## src/rtl/rasp_pkg.sv

```systemverilog
// Shared types and operation codes for the return address stack predictor.
`timescale 1ns / 1ps
`default_nettype none

package rasp_pkg;

    localparam int ADDR_W = 32;
    localparam int OP_W   = 2;
    localparam int CNT_W  = 32;

    // Operation codes carried on the input tuser
    localparam logic [OP_W-1:0] OP_PUSH    = 2'd0;
    localparam logic [OP_W-1:0] OP_POP     = 2'd1;
    localparam logic [OP_W-1:0] OP_FLUSH   = 2'd2;
    localparam logic [OP_W-1:0] OP_RESOLVE = 2'd3;

    typedef logic [ADDR_W-1:0] addr_t;
    typedef logic [CNT_W-1:0]  cnt_t;

    // Stack update commands for one transfer
    typedef struct packed {
        logic push;
        logic pop;
        logic clear;
    } stack_ctrl_t;

    // Counter update commands for one transfer
    typedef struct packed {
        logic resolve;
        logic miss;
    } ctr_ctrl_t;

endpackage

`default_nettype wire

```

## src/rtl/return_address_stack_predictor.sv

```systemverilog
// Top level: input register, stack and counter update, result register.
// Each item is held first in the input register and then in the result register,
// from which its result is transferred.
// Throughput: one item per cycle unless the result side stalls; the stack and counters
// update in the cycle the item moves from the input register to the result register.
// Reset (rst_n low, asynchronous) clears the stack to zeros, both counters
// and both valid flags.
`timescale 1ns / 1ps
`default_nettype none

module return_address_stack_predictor
    import rasp_pkg::*;
#(
    parameter int STACK_DEPTH = 8
) (
    input  wire          clk,
    input  wire          rst_n,
    input  wire          s_axis_tvalid,
    output logic         s_axis_tready,
    input  wire  [95:0]  s_axis_tdata,   // push_addr, actual_target, predicted_target
    input  wire  [1:0]   s_axis_tuser,   // op
    output logic         m_axis_tvalid,
    input  wire          m_axis_tready,
    output logic [103:0] m_axis_tdata    // popped_addr, mispredict, flush_pipeline,
                                         // prediction_total, mispredict_total, zero pad
);

    // Input register
    logic            in_valid_reg;
    logic [OP_W-1:0] in_op_reg;
    addr_t           in_push_reg;
    addr_t           in_actual_reg;
    addr_t           in_pred_reg;

    // Result register
    logic  out_valid_reg;
    addr_t out_popped_reg;
    logic  out_miss_reg;
    cnt_t  out_resolved_reg;
    cnt_t  out_missed_reg;

    logic        advance;
    logic        miss;
    stack_ctrl_t stack_ctrl;
    ctr_ctrl_t   ctr_ctrl;
    addr_t       stack_top;
    cnt_t        resolved_next;
    cnt_t        missed_next;

    // Handshake: item moves on when the result register is free or draining
    assign advance       = in_valid_reg && (!out_valid_reg || m_axis_tready);
    assign s_axis_tready = !in_valid_reg || advance;

    always_ff @(posedge clk or negedge rst_n)
    begin
        if (!rst_n)
        begin
            in_valid_reg <= 1'b0;
        end
        else if (s_axis_tready)
        begin
            in_valid_reg <= s_axis_tvalid;
        end
    end

    always_ff @(posedge clk)
    begin
        if (s_axis_tready && s_axis_tvalid)
        begin
            in_op_reg     <= s_axis_tuser;
            in_push_reg   <= s_axis_tdata[31:0];
            in_actual_reg <= s_axis_tdata[63:32];
            in_pred_reg   <= s_axis_tdata[95:64];
        end
    end

    // Decode the operation
    assign miss = (in_op_reg == OP_RESOLVE) && (in_actual_reg != in_pred_reg);

    always_comb
    begin
        stack_ctrl = '0;
        ctr_ctrl   = '0;
        if (advance)
        begin
            unique case (in_op_reg)
                OP_PUSH:    stack_ctrl.push  = 1'b1;
                OP_POP:     stack_ctrl.pop   = 1'b1;
                OP_FLUSH:   stack_ctrl.clear = 1'b1;
                OP_RESOLVE:
                begin
                    ctr_ctrl.resolve = 1'b1;
                    ctr_ctrl.miss    = miss;
                    stack_ctrl.clear = miss;
                end
                default:    stack_ctrl = '0;
            endcase
        end
    end

    rasp_stack #(
        .STACK_DEPTH (STACK_DEPTH)
    ) u_stack (
        .clk       (clk),
        .rst_n     (rst_n),
        .ctrl      (stack_ctrl),
        .push_addr (in_push_reg),
        .top       (stack_top)
    );

    rasp_ctr u_ctr (
        .clk           (clk),
        .rst_n         (rst_n),
        .ctrl          (ctr_ctrl),
        .resolved_next (resolved_next),
        .missed_next   (missed_next)
    );

    // Result register
    always_ff @(posedge clk or negedge rst_n)
    begin
        if (!rst_n)
        begin
            out_valid_reg <= 1'b0;
        end
        else if (advance)
        begin
            out_valid_reg <= 1'b1;
        end
        else if (m_axis_tready)
        begin
            out_valid_reg <= 1'b0;
        end
    end

    always_ff @(posedge clk)
    begin
        if (advance)
        begin
            out_popped_reg   <= (in_op_reg == OP_POP) ? stack_top : '0;
            out_miss_reg     <= miss;
            out_resolved_reg <= resolved_next;
            out_missed_reg   <= missed_next;
        end
    end

    assign m_axis_tvalid = out_valid_reg;
    assign m_axis_tdata  = {6'd0, out_missed_reg, out_resolved_reg,
                            out_miss_reg, out_miss_reg, out_popped_reg};

endmodule

`default_nettype wire

```

## src/rtl/rasp_stack.sv

```systemverilog
// Shift-register return address stack; the top is the highest entry.
`timescale 1ns / 1ps
`default_nettype none

module rasp_stack
    import rasp_pkg::*;
#(
    parameter int STACK_DEPTH = 8
) (
    input  wire         clk,
    input  wire         rst_n,
    input  stack_ctrl_t ctrl,
    input  addr_t       push_addr,
    output addr_t       top
);

    addr_t entries_reg  [STACK_DEPTH];
    addr_t entries_next [STACK_DEPTH];

    assign top = entries_reg[STACK_DEPTH-1];

    // All entries shift in parallel on push and pop
    always_comb
    begin
        for (int i = 0; i < STACK_DEPTH; i++)
        begin
            entries_next[i] = entries_reg[i];
        end
        if (ctrl.clear)
        begin
            for (int i = 0; i < STACK_DEPTH; i++)
            begin
                entries_next[i] = '0;
            end
        end
        else if (ctrl.push)
        begin
            for (int i = 0; i < STACK_DEPTH - 1; i++)
            begin
                entries_next[i] = entries_reg[i+1];
            end
            entries_next[STACK_DEPTH-1] = push_addr;
        end
        else if (ctrl.pop)
        begin
            for (int i = STACK_DEPTH - 1; i > 0; i--)
            begin
                entries_next[i] = entries_reg[i-1];
            end
            entries_next[0] = '0;
        end
    end

    always_ff @(posedge clk or negedge rst_n)
    begin
        if (!rst_n)
        begin
            for (int i = 0; i < STACK_DEPTH; i++)
            begin
                entries_reg[i] <= '0;
            end
        end
        else
        begin
            for (int i = 0; i < STACK_DEPTH; i++)
            begin
                entries_reg[i] <= entries_next[i];
            end
        end
    end

endmodule

`default_nettype wire

```

## src/rtl/rasp_ctr.sv

```systemverilog
// Wrapping prediction and mispredict counters.
`timescale 1ns / 1ps
`default_nettype none

module rasp_ctr
    import rasp_pkg::*;
(
    input  wire       clk,
    input  wire       rst_n,
    input  ctr_ctrl_t ctrl,
    output cnt_t      resolved_next,
    output cnt_t      missed_next
);

    cnt_t resolved_reg;
    cnt_t missed_reg;

    // Values after this transfer, also fed to the result register
    assign resolved_next = ctrl.resolve ? resolved_reg + 1'b1 : resolved_reg;
    assign missed_next   = ctrl.miss    ? missed_reg + 1'b1   : missed_reg;

    always_ff @(posedge clk or negedge rst_n)
    begin
        if (!rst_n)
        begin
            resolved_reg <= '0;
            missed_reg   <= '0;
        end
        else
        begin
            resolved_reg <= resolved_next;
            missed_reg   <= missed_next;
        end
    end

endmodule

`default_nettype wire

```

## config.mk

```make
export PLATFORM = sky130hd
export DESIGN_NAME = return_address_stack_predictor
export DESIGN_NICKNAME = d
export VERILOG_FILES = /design/src/rtl/rasp_pkg.sv /design/src/rtl/return_address_stack_predictor.sv /design/src/rtl/rasp_stack.sv /design/src/rtl/rasp_ctr.sv
export SDC_FILE = /design/constraint.sdc
export NUM_CORES = 1
export LEC_CHECK = 0
export ABC_AREA = 1
export ABC_CLOCK_PERIOD_IN_PS = 5800
export BUFFER_PORTS_ARGS = -buffer_cell sky130_fd_sc_hd__buf_2
export CAP_MARGIN = 25
export CELL_PAD_IN_SITES_DETAIL_PLACEMENT = 0
export CELL_PAD_IN_SITES_GLOBAL_PLACEMENT = 1
export CORE_ASPECT_RATIO = 1.4
export CORE_MARGIN = 5
export CORE_UTILIZATION = 25
export CTS_CLUSTER_DIAMETER = 50
export CTS_CLUSTER_SIZE = 16
export DETAILED_ROUTE_END_ITERATION = 8
export GPL_TIMING_DRIVEN = 0
export HOLD_SLACK_MARGIN = 0.08
export PLACE_DENSITY_LB_ADDON = 0.1
export SLEW_MARGIN = 20
export SYNTH_ARGS = -nofsm -noshare
export SYNTH_HDL_FRONTEND = slang
export SYNTH_SLANG_ARGS = --single-unit
```

## constraint.sdc

```tcl
create_clock -name clk -period 5.8 [get_ports clk]
set_clock_uncertainty 0.2 [all_clocks]
set_input_delay 1.74 -clock clk [delete_from_list [all_inputs] [get_ports clk]]
set_output_delay 1.74 -clock clk [all_outputs]
set_load 0.02 [all_outputs]
```

==> Word-level counts from Yosys, hierarchy flattened <==
Cells that the tools add are included.
{ "op_classes": {"n_reduce_logical": 10, "n_mux": 13, "add_sub_neg": 2, "n_eq_ne": 4} }
{ "ops": {"columns": ["cell", "count"], "rows": [
  ["two-way mux 256 bit", 3],
  ["adder 32 x 1 -> 32 bit, second input constant", 2],
  ["two-way mux 32 bit", 2],
  ["!= test 32 bit", 1],
  ["equality test 2 bit, second input constant", 2],
  ["two-way mux 1 bit", 4],
  ["two-way mux 2 bit", 2],
  ["logical AND 1 bit", 3],
  ["two-way mux 3 bit", 1],
  ["nonzero test 3 bit", 1],
  ["equality test 2 x 1 -> 1 bit, second input constant", 1],
  ["logical NOT 1 bit", 2],
  ["logical NOT 2 bit", 1],
  ["logical OR 1 bit", 2],
  ["case mux 1 bit (2 select lines)", 1],
  ["nonzero test 2 bit", 1]
]} }
{ "totals": {"in_bits": 102, "reg_bits": 517, "output_inout_bits": 106} }

==> Logic depth before layout (Yosys ltp) <==
Gate-level depths: netlist of the first run.
{ "depth": {"word_depth": 7, "ltp_mapped": 13, "ltp_nobuf": 12} }

==> Modules after synthesis <==
From an unflattened synthesis of the first run, not the netlist that was laid out.
{ "unflattened": {"hier_cells": 2663, "hier_area_um2": 23296.1} }
{ "by_module_without_submodules": {"columns": ["mod", "seq_area_each_um2", "n_inst", "area_per_inst_um2", "cells_per_inst"], "rows": [
  ["rasp_stack", 6406.1, 1, 12921.1, 1831],
  ["return_address_stack_predictor", 5905.7, 1, 6825.3, 402],
  ["rasp_ctr", 1601.5, 1, 3549.7, 430]
]} }

==> Worst setup path after synthesis of the first run <==
No wires, ideal clock.
{ "synth_path": {"kind": "input port to flip-flop", "startpoint": "input port m_axis_tready", "endpoint": "register in_actual_reg[0] (enable)", "required_time_ps": 5149, "setup_ps": 451, "cell_stages": 4, "path_slack_ps": 1147, "arrival_ps": 4002, "n_path_buf": 0, "path_cell_list": "inv_1 > nand3_1 > nand2_1 > inv_1"} }
{ "synth_via": {"elab_chain_len": 4} }
{ "synth_lines": {"columns": ["element", "line_no", "text"], "rows": [
  ["from (decl)", "return_address_stack_predictor.sv:23", "input wire m_axis_tready,"],
  ["logical OR 1 bit", "return_address_stack_predictor.sv:51", "assign advance = in_valid_reg && (!out_valid_reg || m_axis_tready);"],
  ["logical AND 1 bit", "return_address_stack_predictor.sv:51", null],
  ["logical OR 1 bit", "return_address_stack_predictor.sv:52", "assign s_axis_tready = !in_valid_reg || advance;"],
  ["net s_axis_tready", "return_address_stack_predictor.sv:19", "output logic s_axis_tready,"],
  ["logical AND 1 bit", "return_address_stack_predictor.sv:68", "if (s_axis_tready && s_axis_tvalid)"],
  ["to (signal assigned)", "return_address_stack_predictor.sv:72", "in_actual_reg <= s_axis_tdata[63:32];"],
  ["to (decl)", "return_address_stack_predictor.sv:32", "addr_t in_actual_reg;"]
]} }
The timed path passes the listed nets, and every way through them passes these cells.
A chain may end at the register's enable or synchronous reset.

==> Final worst setup path of the first run <==
{ "layout_path": {"startpoint": "input port m_axis_tready", "endpoint": "output port s_axis_tready"} }
{ "layout_via": {"elab_chain_len": 3} }
{ "layout_lines": {"columns": ["element", "line_no"], "rows": [
  ["logical OR 1 bit", "return_address_stack_predictor.sv:51"],
  ["logical AND 1 bit", "return_address_stack_predictor.sv:51"],
  ["logical OR 1 bit", "return_address_stack_predictor.sv:52"],
  ["to (decl)", "return_address_stack_predictor.sv:19"]
]} }
No other way between the ends.

==> results of run 1 <==
-- layout by cell type (no fill, tap or decap), types with 2 or more instances in the layout --
cell type                    count
sky130_fd_sc_hd__a21oi_1         2
sky130_fd_sc_hd__buf_1          11
sky130_fd_sc_hd__buf_16          5
sky130_fd_sc_hd__buf_2         222
sky130_fd_sc_hd__buf_4          15
sky130_fd_sc_hd__buf_6          23
sky130_fd_sc_hd__bufinv_16       3
sky130_fd_sc_hd__clkbuf_1       58
sky130_fd_sc_hd__clkbuf_16      58
sky130_fd_sc_hd__clkbuf_8        6
sky130_fd_sc_hd__clkinv_2        5
sky130_fd_sc_hd__clkinv_4        3
sky130_fd_sc_hd__clkinvlp_4      7
sky130_fd_sc_hd__conb_1          6
sky130_fd_sc_hd__dfrtp_1       322
sky130_fd_sc_hd__edfxtp_1      195
sky130_fd_sc_hd__ha_1            2
sky130_fd_sc_hd__inv_1         157
sky130_fd_sc_hd__inv_2           3
sky130_fd_sc_hd__inv_6          11
sky130_fd_sc_hd__inv_8           3
sky130_fd_sc_hd__nand2_1      1339
sky130_fd_sc_hd__nand2_2         4
sky130_fd_sc_hd__nand3_1        45
sky130_fd_sc_hd__nand3b_1       10
sky130_fd_sc_hd__nand4_1        10
sky130_fd_sc_hd__nor2_1        105
sky130_fd_sc_hd__nor2_2          5
sky130_fd_sc_hd__nor2_4          2
sky130_fd_sc_hd__nor3_1         19
sky130_fd_sc_hd__o211ai_1       31
sky130_fd_sc_hd__o21ai_0       135
sky130_fd_sc_hd__o21ai_1         3
sky130_fd_sc_hd__xnor2_1        41
sky130_fd_sc_hd__xor2_1         25
-- worst min-delay path, stage by stage, from the launching register on --
cell and delay, ns:
sky130_fd_sc_hd__dfrtp_1 0.34, sky130_fd_sc_hd__nand2_1 0.05, sky130_fd_sc_hd__nand2_1 0.05
-- final timing paths --
kind	cells after the start	start	to	slack (ns)
worst max-delay path	4	m_axis_tready	s_axis_tready	1.67
worst min-delay path	2	u_stack.entries_reg[230]	u_stack.entries_reg[230]	0.27
worst max register to register	10	m_axis_tvalid	out_resolved_reg[28]	2.70
worst min register to register	2	u_stack.entries_reg[230]	u_stack.entries_reg[230]	0.27
max in group asynchronous	3	rst_n	u_stack.entries_reg[153]	3.17
min in group asynchronous	1	rst_n	in_valid_reg	0.87
-- stage by stage --
stage	instance area, um2	util, %	hold WS [ns]	cells
finish	27370	30.14	0.2687	4099
global route	27370	30.14	0.2876	4098
CTS	27370	30.14	0.2733	4098
detailed placement	25470	28.05	0.2581	3996
global placement	25310	27.88	0.2527	3991
floorplan	22810	-	0.2419	2593
-- cell type report --
| cell class | count | area (um2) |
|---|---|---|
| fillers | 9658 | 63430 |
| flip-flops and latches | 517 | 13910 |
| multi-input cells | 1790 | 7567 |
| clock buffers | 69 | 1553 |
| well taps | 1197 | 1498 |
| repair buffers | 206 | 1154 |
| plain buffers | 124 | 721.9 |
| inverters | 162 | 618.1 |
| clock inverters | 33 | 345.3 |
| diodes | 1 | 2.502 |
-- per-layer routing --
metal,share of wire (%),wire length [um],track usage [%]
met5,0,0,0
met4,2.2,1562,3.514
met3,3.4,2418,2.003
met2,52,37070,26.83
met1,42,30060,17.66
-- cell usage after synthesis, types with 5 or more instances --
library cell	number	share of area (%)
sky130_fd_sc_hd__xnor2_1	41	1.6
sky130_fd_sc_hd__buf_1	11	0.18
sky130_fd_sc_hd__dfrtp_1	322	35
sky130_fd_sc_hd__o211ai_1	31	1.0
sky130_fd_sc_hd__clkbuf_1	53	0.87
sky130_fd_sc_hd__buf_6	23	1.1
sky130_fd_sc_hd__nand3_1	45	0.99
sky130_fd_sc_hd__nor2_2	5	0.14
sky130_fd_sc_hd__buf_4	15	0.49
sky130_fd_sc_hd__edfxtp_1	195	26
sky130_fd_sc_hd__nand4_1	10	0.27
sky130_fd_sc_hd__o21ai_0	135	3.0
sky130_fd_sc_hd__nand3b_1	10	0.33
sky130_fd_sc_hd__nor3_1	19	0.42
sky130_fd_sc_hd__inv_1	158	2.6
sky130_fd_sc_hd__buf_2	22	0.48
sky130_fd_sc_hd__nand2_1	1339	22
sky130_fd_sc_hd__nor2_1	105	1.7
sky130_fd_sc_hd__xor2_1	25	0.96
-- where the power goes --
part           switching (mW)  total, mW  leakage, nW  internal, mW
clock                    1.65       3.73        0.917          2.08
sequential              0.197       4.35         6.31          4.15
combinational           0.853       1.21         5.73         0.357
-- logic make-up after synthesis --
logic type	share of synthesized area, %
other	0.01645
adder cells (fa/ha/maj)	0.1098
XOR/XNOR	2.536
AND/OR/NAND/NOR	26.33
AO/OA/AOI/OAI	4.123
buffers and inverters	5.836
flip-flops	61.05
==> flow_results.xml, run 1 <==
<?xml version="1.0" encoding="UTF-8"?>
<metrics>
  <group name="critical_path">
    <metric name="timing.critical_path.to_type" unit="">output pin</metric>
    <metric name="critPathTopFamily" unit="">buffers and inverters</metric>
    <metric name="worst_path_most_repeated_cell" unit="">sky130_fd_sc_hd__buf_2</metric>
    <metric name="path_max_fanout" unit="">3</metric>
    <metric name="worstSetupPathType" unit="">input port to output pin</metric>
    <metric name="critPathLaunchType" unit="">input port</metric>
    <metric name="slowest_stage" unit="">sky130_fd_sc_hd__buf_2</metric>
    <metric name="cp_data_arrival_time" unit="ns">2.19</metric>
    <metric name="critPathMaxStageDelay" unit="ns">0.18</metric>
    <metric name="worst-endpoint-required" unit="ns">3.86</metric>
    <metric name="cells_along_the_critical_path" unit="">buf_2 -&gt; inv_1 -&gt; nand3_1 -&gt; buf_2</metric>
    <metric name="crit_buf_inv" unit="">3</metric>
  </group>
  <group name="yosys">
    <metric name="seq_total_area_yosys" unit="%">61.05</metric>
    <metric name="syn_avg_cell_area" unit="um2">8.807</metric>
    <metric name="syn-cell-area" unit="um2">22790</metric>
    <metric name="synth-edff-count" unit="">195</metric>
    <metric name="postSynth.asyncResetShare" unit="%">62.28</metric>
    <metric name="postSynth.topFlopCell" unit="">sky130_fd_sc_hd__dfrtp_1</metric>
    <metric name="ys_ff_latch" unit="">517</metric>
    <metric name="syn_inst" unit="">2588</metric>
    <metric name="synthesis.yosys.warnings" unit="">0</metric>
    <metric name="synth_cell_types" unit="">32</metric>
  </group>
  <group name="drt">
    <metric name="dr.first_iter.drc_count" unit="">1022</metric>
    <metric name="total_wirelength" unit="um">71100</metric>
    <metric name="wirelength_per_cell" unit="um">17.35</metric>
    <metric name="post_drt_via_cell_ratio" unit="">4.158</metric>
    <metric name="first_pass_iters" unit="">5</metric>
    <metric name="drc_viols" unit="">0</metric>
    <metric name="drt.antenna.violating_nets" unit="">0</metric>
    <metric name="total_number_of_vias" unit="">17040</metric>
  </group>
  <group name="cts">
    <metric name="numCtsBuffers" unit="">55</metric>
    <metric name="worst_skew_pair.late_latency" unit="ns">0.62</metric>
    <metric name="max-clock-path-buffers" unit="">3</metric>
    <metric name="cts_resized" unit="">0</metric>
    <metric name="postCtsSetupRepairBufs" unit="">0</metric>
    <metric name="path_clk_slew" unit="ns">0.06</metric>
    <metric name="clock_tree.root_cell" unit="">sky130_fd_sc_hd__clkbuf_16</metric>
    <metric name="cts_htree_levels" unit="">2</metric>
    <metric name="cts_hold_buf" unit="">0</metric>
    <metric name="cts_tree" unit="">done</metric>
    <metric name="clock_sinks" unit="">517</metric>
  </group>
  <group name="global_routing">
    <metric name="pin_count_of_the_biggest_net_entering_global_routing" unit="">88</metric>
    <metric name="track_usage" unit="%">14.47</metric>
    <metric name="first_global_vias" unit="">17830</metric>
    <metric name="grt_pass1_wl" unit="um">110000</metric>
    <metric name="grt.overflow.total" unit="">0</metric>
    <metric name="antenna_violations_before_repair" unit="">0</metric>
  </group>
  <group name="timing">
    <metric name="tightestPinTransition" unit="ns">0.9741</metric>
    <metric name="timing_max_transition_violations_final" unit="">0</metric>
    <metric name="final-setup-viol-count" unit="">0</metric>
    <metric name="post_route_setup_tns" unit="ns">0</metric>
    <metric name="max_slew_margin" unit="%">35.06</metric>
    <metric name="rsz_0062_raised_after_global_routing" unit="">no</metric>
    <metric name="postLayoutSetupSlackWorst" unit="ns">1.668</metric>
    <metric name="max_freq" unit="GHz">0.2420</metric>
    <metric name="fraction_of_the_cycle_the_final_worst_path_needs" unit="%">71.25</metric>
    <metric name="fin_crit" unit="ns">4.132</metric>
    <metric name="finalHoldViolCount" unit="">0</metric>
  </group>
  <group name="placed_design">
    <metric name="port-buffer-count" unit="">201</metric>
    <metric name="detailedPlacementHpwl" unit="um">53960</metric>
    <metric name="dpl_worst_slack" unit="ns">1.122</metric>
    <metric name="final_replace_weighted_congestion" unit="">0.8183</metric>
  </group>
  <group name="power_and_ir_drop">
    <metric name="power.static_leakage" unit="nW">12.96</metric>
    <metric name="report.power.total" unit="mW">9.287</metric>
    <metric name="ir_drop" unit="mV">0.1942</metric>
    <metric name="power_density" unit="nW/um2">339.3</metric>
  </group>
  <group name="floorplanning">
    <metric name="fp.dieArea" unit="um2">97390</metric>
    <metric name="dieHeight" unit="um">367.3</metric>
    <metric name="initial_util" unit="%">25.10</metric>
    <metric name="fp.coreArea" unit="um2">90800</metric>
    <metric name="die_width" unit="um">265.2</metric>
    <metric name="num_rows" unit="">131</metric>
    <metric name="num_io_pins" unit="">208</metric>
  </group>
  <group name="job">
    <metric name="max_cap_viol_count" unit="">0</metric>
  </group>
  <group name="layout">
    <metric name="drive_above_1_share" unit="%">13.20</metric>
    <metric name="nets" unit="">2960</metric>
    <metric name="largest_register_ffs" unit="">224</metric>
    <metric name="synthToLayoutAreaGrowth" unit="%">20.10</metric>
  </group>
  <group name="outcome">
    <metric name="status" unit="">completed</metric>
  </group>
  <group name="min_path">
    <metric name="class_of_the_most_critical_hold_timing_path" unit="">flip-flop to flip-flop</metric>
  </group>
</metrics>
(Power assumes the default switching activity.)
==> inputs of run 2 (changes only) <==
ABC_CLOCK_PERIOD_IN_PS = 3600   (was 5800)
clock period = 3.6 ns   (was 5.8 ns; I/O delays follow)
==> flow_results.xml, run 2 (synthesis results as in run 1) <==
<?xml version="1.0" encoding="UTF-8"?>
<metrics>
  <group name="timing">
    <metric name="max_freq" unit="GHz">0.3010</metric>
    <metric name="post_route_setup_tns" unit="ns">0</metric>
    <metric name="fraction_of_the_cycle_the_final_worst_path_needs" unit="%">92.30</metric>
    <metric name="final-setup-viol-count" unit="">0</metric>
    <metric name="postLayoutSetupSlackWorst" unit="ns">0.2773</metric>
    <metric name="timing_max_transition_violations_final" unit="">0</metric>
    <metric name="rsz_0062_raised_after_global_routing" unit="">no</metric>
    <metric name="fin_crit" unit="ns">3.323</metric>
    <metric name="finalHoldViolCount" unit="">0</metric>
    <metric name="tightestPinTransition" unit="ns">0.9588</metric>
    <metric name="max_slew_margin" unit="%">36.08</metric>
  </group>
  <group name="critical_path">
    <metric name="path_max_fanout" unit="">99</metric>
    <metric name="r2r_slack" unit="ns">0.41</metric>
    <metric name="critPathLaunchType" unit="">input port</metric>
    <metric name="worst_path_most_repeated_cell" unit="">sky130_fd_sc_hd__nand2_1</metric>
    <metric name="rr_endpoint" unit="">out_resolved_reg[29]</metric>
    <metric name="slowest_stage" unit="">sky130_fd_sc_hd__inv_8</metric>
    <metric name="crit_path_start" unit="">m_axis_tready</metric>
    <metric name="timing.critical_path.to_type" unit="">flip-flop</metric>
    <metric name="crit-reg2reg-launch" unit="">m_axis_tvalid</metric>
    <metric name="reg2regPathDepth" unit="">7</metric>
    <metric name="critPathTopFamily" unit="">buffers and inverters</metric>
    <metric name="crit_buf_inv" unit="">5</metric>
    <metric name="worst_setup_path_endpoint" unit="">out_resolved_reg[29]</metric>
    <metric name="cp_data_arrival_time" unit="ns">3.46</metric>
    <metric name="worstSetupPathType" unit="">input port to flip-flop</metric>
    <metric name="critical_path_depth" unit="">9</metric>
    <metric name="worst-endpoint-required" unit="ns">3.74</metric>
    <metric name="cells_along_the_critical_path" unit="">buf_2 -&gt; inv_1 -&gt; nand2_1 -&gt; nand2_1 -&gt; inv_8 -&gt; nand2_4 -&gt; inv_2 -&gt; buf_1 -&gt; o21ai_0</metric>
    <metric name="critPathMaxStageDelay" unit="ns">0.60</metric>
  </group>
  <group name="cts">
    <metric name="clock_sinks" unit="">517</metric>
    <metric name="postCtsSetupRepairBufs" unit="">0</metric>
    <metric name="worst_skew_pair.late_latency" unit="ns">0.65</metric>
    <metric name="max-clock-path-buffers" unit="">3</metric>
    <metric name="path_clk_slew" unit="ns">0.07</metric>
    <metric name="cts_tree" unit="">done</metric>
    <metric name="clock_tree.root_cell" unit="">sky130_fd_sc_hd__clkbuf_16</metric>
    <metric name="cts_htree_levels" unit="">2</metric>
    <metric name="numCtsBuffers" unit="">59</metric>
  </group>
  <group name="global_routing">
    <metric name="first_global_vias" unit="">17780</metric>
    <metric name="grt_util_met1" unit="%">17.37</metric>
    <metric name="pin_count_of_the_biggest_net_entering_global_routing" unit="">100</metric>
    <metric name="track_usage" unit="%">14.51</metric>
    <metric name="globalRouteMet3Util" unit="%">2.064</metric>
    <metric name="grt_pass1_wl" unit="um">110100</metric>
    <metric name="antenna_violations_before_repair" unit="">1</metric>
    <metric name="grt_most_used_layer" unit="">met2</metric>
    <metric name="global_route.usage.met2" unit="%">26.88</metric>
    <metric name="grt.overflow.total" unit="">0</metric>
  </group>
  <group name="layout">
    <metric name="drive_above_1_share" unit="%">13.52</metric>
    <metric name="nets" unit="">2967</metric>
    <metric name="final_core_utilization" unit="%">30.28</metric>
    <metric name="synthToLayoutAreaGrowth" unit="%">20.62</metric>
    <metric name="mostFrequentLayoutCells" unit="">sky130_fd_sc_hd__nand2_1 (1,339), sky130_fd_sc_hd__dfrtp_1 (322), sky130_fd_sc_hd__buf_2 (222)</metric>
    <metric name="most_common_library_cell_in_the_layout_ignoring_fill_and_taps" unit="">sky130_fd_sc_hd__nand2_1</metric>
    <metric name="largest_register_ffs" unit="">224</metric>
    <metric name="fillCellCount" unit="">9592</metric>
  </group>
  <group name="floorplanning">
    <metric name="initial_util" unit="%">25.10</metric>
    <metric name="fp.coreArea" unit="um2">90800</metric>
    <metric name="num_rows" unit="">131</metric>
    <metric name="fp.dieArea" unit="um2">97390</metric>
    <metric name="die_width" unit="um">265.2</metric>
    <metric name="dieHeight" unit="um">367.3</metric>
    <metric name="num_io_pins" unit="">208</metric>
  </group>
  <group name="power_and_ir_drop">
    <metric name="share_of_total_power_consumed_by_net_switching" unit="%">30.12</metric>
    <metric name="p_switching" unit="mW">4.541</metric>
    <metric name="power_density" unit="nW/um2">548.4</metric>
    <metric name="comb_power_share" unit="%">13.0</metric>
    <metric name="power.static_leakage" unit="nW">13.00</metric>
    <metric name="ir_drop" unit="mV">0.3361</metric>
    <metric name="clockPowerShare" unit="%">40.6</metric>
    <metric name="power.internal" unit="mW">10.54</metric>
    <metric name="seqPwrFrac" unit="%">46.4</metric>
  </group>
  <group name="placed_design">
    <metric name="detailedPlacementHpwl" unit="um">54000</metric>
    <metric name="port-buffer-count" unit="">201</metric>
    <metric name="final_replace_weighted_congestion" unit="">0.8339</metric>
    <metric name="dpl_worst_slack" unit="ns">-0.5985</metric>
  </group>
  <group name="outcome">
    <metric name="status" unit="">completed</metric>
  </group>
  <group name="drt">
    <metric name="first_pass_iters" unit="">4</metric>
    <metric name="drc_viols" unit="">0</metric>
    <metric name="post_drt_via_cell_ratio" unit="">4.139</metric>
    <metric name="dr.first_iter.drc_count" unit="">1034</metric>
    <metric name="total_number_of_vias" unit="">17020</metric>
    <metric name="drt.antenna.violating_nets" unit="">0</metric>
    <metric name="total_wirelength" unit="um">71410</metric>
    <metric name="wirelength_per_cell" unit="um">17.37</metric>
  </group>
  <group name="job">
    <metric name="max_cap_viol_count" unit="">0</metric>
  </group>
  <group name="min_path">
    <metric name="class_of_the_most_critical_hold_timing_path" unit="">flip-flop to flip-flop</metric>
  </group>
</metrics>
run 2: worst reg2reg max path, cell delays in order, from the launching register on:
cell and delay (ns):
sky130_fd_sc_hd__dfrtp_1 0.40, sky130_fd_sc_hd__nand2_1 0.09, sky130_fd_sc_hd__nand2_1 0.23, sky130_fd_sc_hd__inv_8 0.60, sky130_fd_sc_hd__nand2_4 0.32, sky130_fd_sc_hd__inv_2 0.29
sky130_fd_sc_hd__buf_1 0.53, sky130_fd_sc_hd__o21ai_0 0.24
run 2: metal layers:
metal	share of wire [%]	wire (um)
met5	0	0
met4	2.8	2033
met3	3.3	2386
met2	52	37240
met1	42	29750
run 2: power groups by stage:
stage	clock (mW)	sequential, mW	combinational [mW]
3_3_place_gp	0	7.13	1.98
4_1_cts	6.39	7.01	2.04
6_report	6.12	7.00	1.96
5_1_grt	6.59	7.07	2.21
3_5_place_dp	0	7.12	2.04
2_1_floorplan	0	7.20	1.02
run 2: area by class of cell:
type	instances	area, um2	share of cell area [%]
clock buffers	67	1538	5.593
plain buffers	124	721.9	2.626
repair buffers	209	1196	4.351
inverters	162	619.3	2.253
diodes	1	2.502	0.009102
clock inverters	45	435.4	1.584
flip-flops and latches	517	13910	50.61
multi-input cells	1790	7567	27.53
well taps	1197	1498	5.448
run 2: timing repair:
item | CTS | global route
endpoints found under the hold margin | 15 | 0
hold buffers | 1 | 0
endpoints found under the setup margin | 0 | 10
resized for setup | 0 | 2
run 2: worst min path at each step:
stage	to	depth (start not counted)	slack, ns	start
after detailed placement	u_stack.entries_reg[154]	2	0.26	u_stack.entries_reg[154]
after global placement	u_stack.entries_reg[130]	2	0.25	u_stack.entries_reg[130]
final	u_stack.entries_reg[142]	2	0.27	u_stack.entries_reg[142]
after global routing	u_stack.entries_reg[240]	2	0.28	u_stack.entries_reg[240]
after CTS	u_stack.entries_reg[154]	2	0.27	u_stack.entries_reg[154]
after floorplan	u_stack.entries_reg[128]	2	0.24	u_stack.entries_reg[128]
run 2: stage by stage:
step,hold slack (ns),power [mW],cell area (um2),instances
finish,0.2682,15.08,27490,4112
global route,0.2841,15.86,27490,4111
CTS,0.2724,15.45,27490,4111
detailed placement,0.2580,9.160,25500,3998
global placement,0.2530,9.108,25320,3991
floorplan,0.2419,8.224,22820,2593
==> inputs of run 3 (changes only) <==
--- a/config.mk
+++ b/config.mk
@@ -9,3 +9,3 @@
 export ABC_CLOCK_PERIOD_IN_PS = 3600
-export BUFFER_PORTS_ARGS = -buffer_cell sky130_fd_sc_hd__buf_2
+export BUFFER_PORTS_ARGS = -buffer_cell sky130_fd_sc_hd__clkbuf_2
 export CAP_MARGIN = 25
@@ -21,3 +21,3 @@
 export HOLD_SLACK_MARGIN = 0.08
-export PLACE_DENSITY_LB_ADDON = 0.1
+export PLACE_DENSITY = 0.53
 export SLEW_MARGIN = 20
--- a/constraint.sdc
+++ b/constraint.sdc
@@ -4,2 +4,2 @@
 set_output_delay 1.08 -clock clk [all_outputs]
-set_load 0.02 [all_outputs]
+set_load 0.005 [all_outputs]
==> flow_results.xml, run 3 (synthesis results as in run 1) <==
<?xml version="1.0" encoding="UTF-8"?>
<metrics>
  <group name="critical_path">
    <metric name="cp_data_arrival_time" unit="ns">3.22</metric>
    <metric name="critPathTopFamily" unit="">buffers and inverters</metric>
    <metric name="critical_path_depth" unit="">6</metric>
    <metric name="path_max_fanout" unit="">10</metric>
    <metric name="reg2regPathDepth" unit="">6</metric>
    <metric name="worst_path_most_repeated_cell" unit="">sky130_fd_sc_hd__clkbuf_1</metric>
    <metric name="critPathMaxStageDelay" unit="ns">0.60</metric>
    <metric name="crit_buf_inv" unit="">4</metric>
    <metric name="timing.critical_path.to_type" unit="">flip-flop</metric>
    <metric name="slowest_stage" unit="">sky130_fd_sc_hd__edfxtp_1</metric>
    <metric name="worst-endpoint-required" unit="ns">3.70</metric>
    <metric name="cells_along_the_critical_path" unit="">inv_2 -&gt; buf_2 -&gt; or2_2 -&gt; clkbuf_1 -&gt; clkbuf_1 -&gt; nor2_1</metric>
    <metric name="critPathLaunchType" unit="">flip-flop</metric>
    <metric name="worstSetupPathType" unit="">flip-flop to flip-flop</metric>
  </group>
  <group name="timing">
    <metric name="max_slew_margin" unit="%">38.58</metric>
    <metric name="max_freq" unit="GHz">0.3205</metric>
    <metric name="tightestPinTransition" unit="ns">0.9213</metric>
    <metric name="final-setup-viol-count" unit="">0</metric>
    <metric name="postLayoutSetupSlackWorst" unit="ns">0.4795</metric>
    <metric name="fraction_of_the_cycle_the_final_worst_path_needs" unit="%">86.68</metric>
    <metric name="finalHoldViolCount" unit="">0</metric>
    <metric name="fin_crit" unit="ns">3.121</metric>
    <metric name="rsz_0062_raised_after_global_routing" unit="">no</metric>
    <metric name="timing_max_transition_violations_final" unit="">0</metric>
  </group>
  <group name="layout">
    <metric name="mostFrequentLayoutCells" unit="">sky130_fd_sc_hd__nand2_1 (1,339), sky130_fd_sc_hd__dfrtp_1 (322), sky130_fd_sc_hd__clkbuf_2 (200)</metric>
    <metric name="post-route-cell-area" unit="um2">27030</metric>
    <metric name="antenna_cells_inserted" unit="">0</metric>
    <metric name="most_common_library_cell_in_the_layout_ignoring_fill_and_taps" unit="">sky130_fd_sc_hd__nand2_1</metric>
    <metric name="largest_register_ffs" unit="">224</metric>
    <metric name="final_cells" unit="">4085</metric>
    <metric name="synthToLayoutAreaGrowth" unit="%">18.58</metric>
    <metric name="nets" unit="">2955</metric>
    <metric name="final_core_utilization" unit="%">29.76</metric>
    <metric name="drive_above_1_share" unit="%">12.50</metric>
    <metric name="fillCellCount" unit="">9612</metric>
  </group>
  <group name="placed_design">
    <metric name="dpl.cell_count" unit="">3999</metric>
    <metric name="placed_area" unit="um2">25530</metric>
    <metric name="dpl_worst_slack" unit="ns">-0.5538</metric>
    <metric name="final_replace_weighted_congestion" unit="">0.8246</metric>
    <metric name="detailedPlacementHpwl" unit="um">53430</metric>
    <metric name="port-buffer-count" unit="">201</metric>
  </group>
  <group name="cts">
    <metric name="path_clk_slew" unit="ns">0.07</metric>
    <metric name="cts_resized" unit="">0</metric>
    <metric name="worst_skew_pair.late_latency" unit="ns">0.60</metric>
    <metric name="max-clock-path-buffers" unit="">3</metric>
    <metric name="clock_sinks" unit="">517</metric>
    <metric name="cts_tree" unit="">done</metric>
    <metric name="postCtsSetupRepairBufs" unit="">0</metric>
    <metric name="numCtsBuffers" unit="">46</metric>
    <metric name="clock_tree.root_cell" unit="">sky130_fd_sc_hd__clkbuf_16</metric>
    <metric name="cts_hold_buf" unit="">0</metric>
    <metric name="cts_htree_levels" unit="">2</metric>
  </group>
  <group name="job">
    <metric name="max_cap_viol_count" unit="">0</metric>
  </group>
  <group name="floorplanning">
    <metric name="initial_util" unit="%">25.10</metric>
    <metric name="fp.coreArea" unit="um2">90800</metric>
    <metric name="dieHeight" unit="um">367.3</metric>
    <metric name="fp.dieArea" unit="um2">97390</metric>
    <metric name="num_rows" unit="">131</metric>
    <metric name="die_width" unit="um">265.2</metric>
    <metric name="num_io_pins" unit="">208</metric>
  </group>
  <group name="min_path">
    <metric name="class_of_the_most_critical_hold_timing_path" unit="">input port to asynchronous set/reset pin</metric>
  </group>
  <group name="outcome">
    <metric name="status" unit="">completed</metric>
  </group>
  <group name="drt">
    <metric name="drc_viols" unit="">0</metric>
    <metric name="total_wirelength" unit="um">70730</metric>
    <metric name="first_pass_iters" unit="">5</metric>
    <metric name="wirelength_per_cell" unit="um">17.31</metric>
    <metric name="dr.first_iter.drc_count" unit="">869</metric>
    <metric name="total_number_of_vias" unit="">17330</metric>
    <metric name="post_drt_via_cell_ratio" unit="">4.241</metric>
    <metric name="drt.antenna.violating_nets" unit="">0</metric>
  </group>
  <group name="power_and_ir_drop">
    <metric name="report.power.total" unit="mW">13.87</metric>
    <metric name="power_density" unit="nW/um2">513.3</metric>
    <metric name="power.static_leakage" unit="nW">12.82</metric>
    <metric name="ir_drop" unit="mV">0.3178</metric>
  </group>
  <group name="global_routing">
    <metric name="antenna_violations_before_repair" unit="">3</metric>
    <metric name="track_usage" unit="%">14.40</metric>
    <metric name="grt_pass1_wl" unit="um">110400</metric>
    <metric name="pin_count_of_the_biggest_net_entering_global_routing" unit="">100</metric>
    <metric name="grt.overflow.total" unit="">0</metric>
    <metric name="first_global_vias" unit="">18050</metric>
  </group>
</metrics>
[run 3: changes by cell type in the layout (fill, tap and decap cells not counted), sizes merged]
cell / delta
clkbuf: +195
clkinvlp: -6
inv: -10
dlygate4sd3: -1
buf: -199
clkinv: -5
diode: -1
[run 3: cell type report]
class | count | area, um2 | area share, %
Buffer | 124 | 721.9 | 2.671
Clock inverter | 24 | 210.2 | 0.7778
Inverter | 162 | 616.8 | 2.282
Tap cell | 1197 | 1498 | 5.542
Clock buffer | 61 | 1259 | 4.657
Sequential cell | 517 | 13910 | 51.48
Timing Repair Buffer | 210 | 1240 | 4.588
Multi-Input combinational cell | 1790 | 7567 | 28.00
[run 3: where the power goes]
part / internal [mW] / leakage [nW] / switching, mW / total (mW)
Sequential: 6.68 / 6.31 / 0.323 / 7.01
Combinational: 0.583 / 5.80 / 1.25 / 1.83
Clock: 2.59 / 0.716 / 2.44 / 5.03
[run 3: final timing paths]
check / start / slack, ns / to
worst min register to register: u_stack.top[1] / 0.27 / u_stack.top[1]
max in group asynchronous: rst_n / 1.83 / u_stack.entries_reg[232]
worst max register to register: in_op_reg[0] / 0.48 / out_popped_reg[18]
worst min-delay path: rst_n / 0.21 / u_ctr.missed_reg[17]
worst max-delay path: in_op_reg[0] / 0.48 / out_popped_reg[18]
min in group clk: u_stack.top[1] / 0.27 / u_stack.top[1]
[run 3: per-layer routing]
layer / part of all wire [%] / up-vias / track usage (%)
li1: - / 8602 / -
met1: 40 / 8282 / 16.99
met2: 52 / 343 / 26.68
met3: 4.3 / 95 / 2.486
met4: 2.8 / 4 / 4.161
met5: 0.030 / - / 0
[run 3: through the flow]
| stage | setup TNS [ns] | hold WS, ns |
|---|---|---|
| finish | 0 | 0.2135 |
| global route | 0 | 0.2177 |
| CTS | 0 | 0.1992 |
| detailed placement | -44.05 | 0.2580 |
| global placement | -2275.90 | 0.2530 |
| floorplan | 0 | 0.2419 |
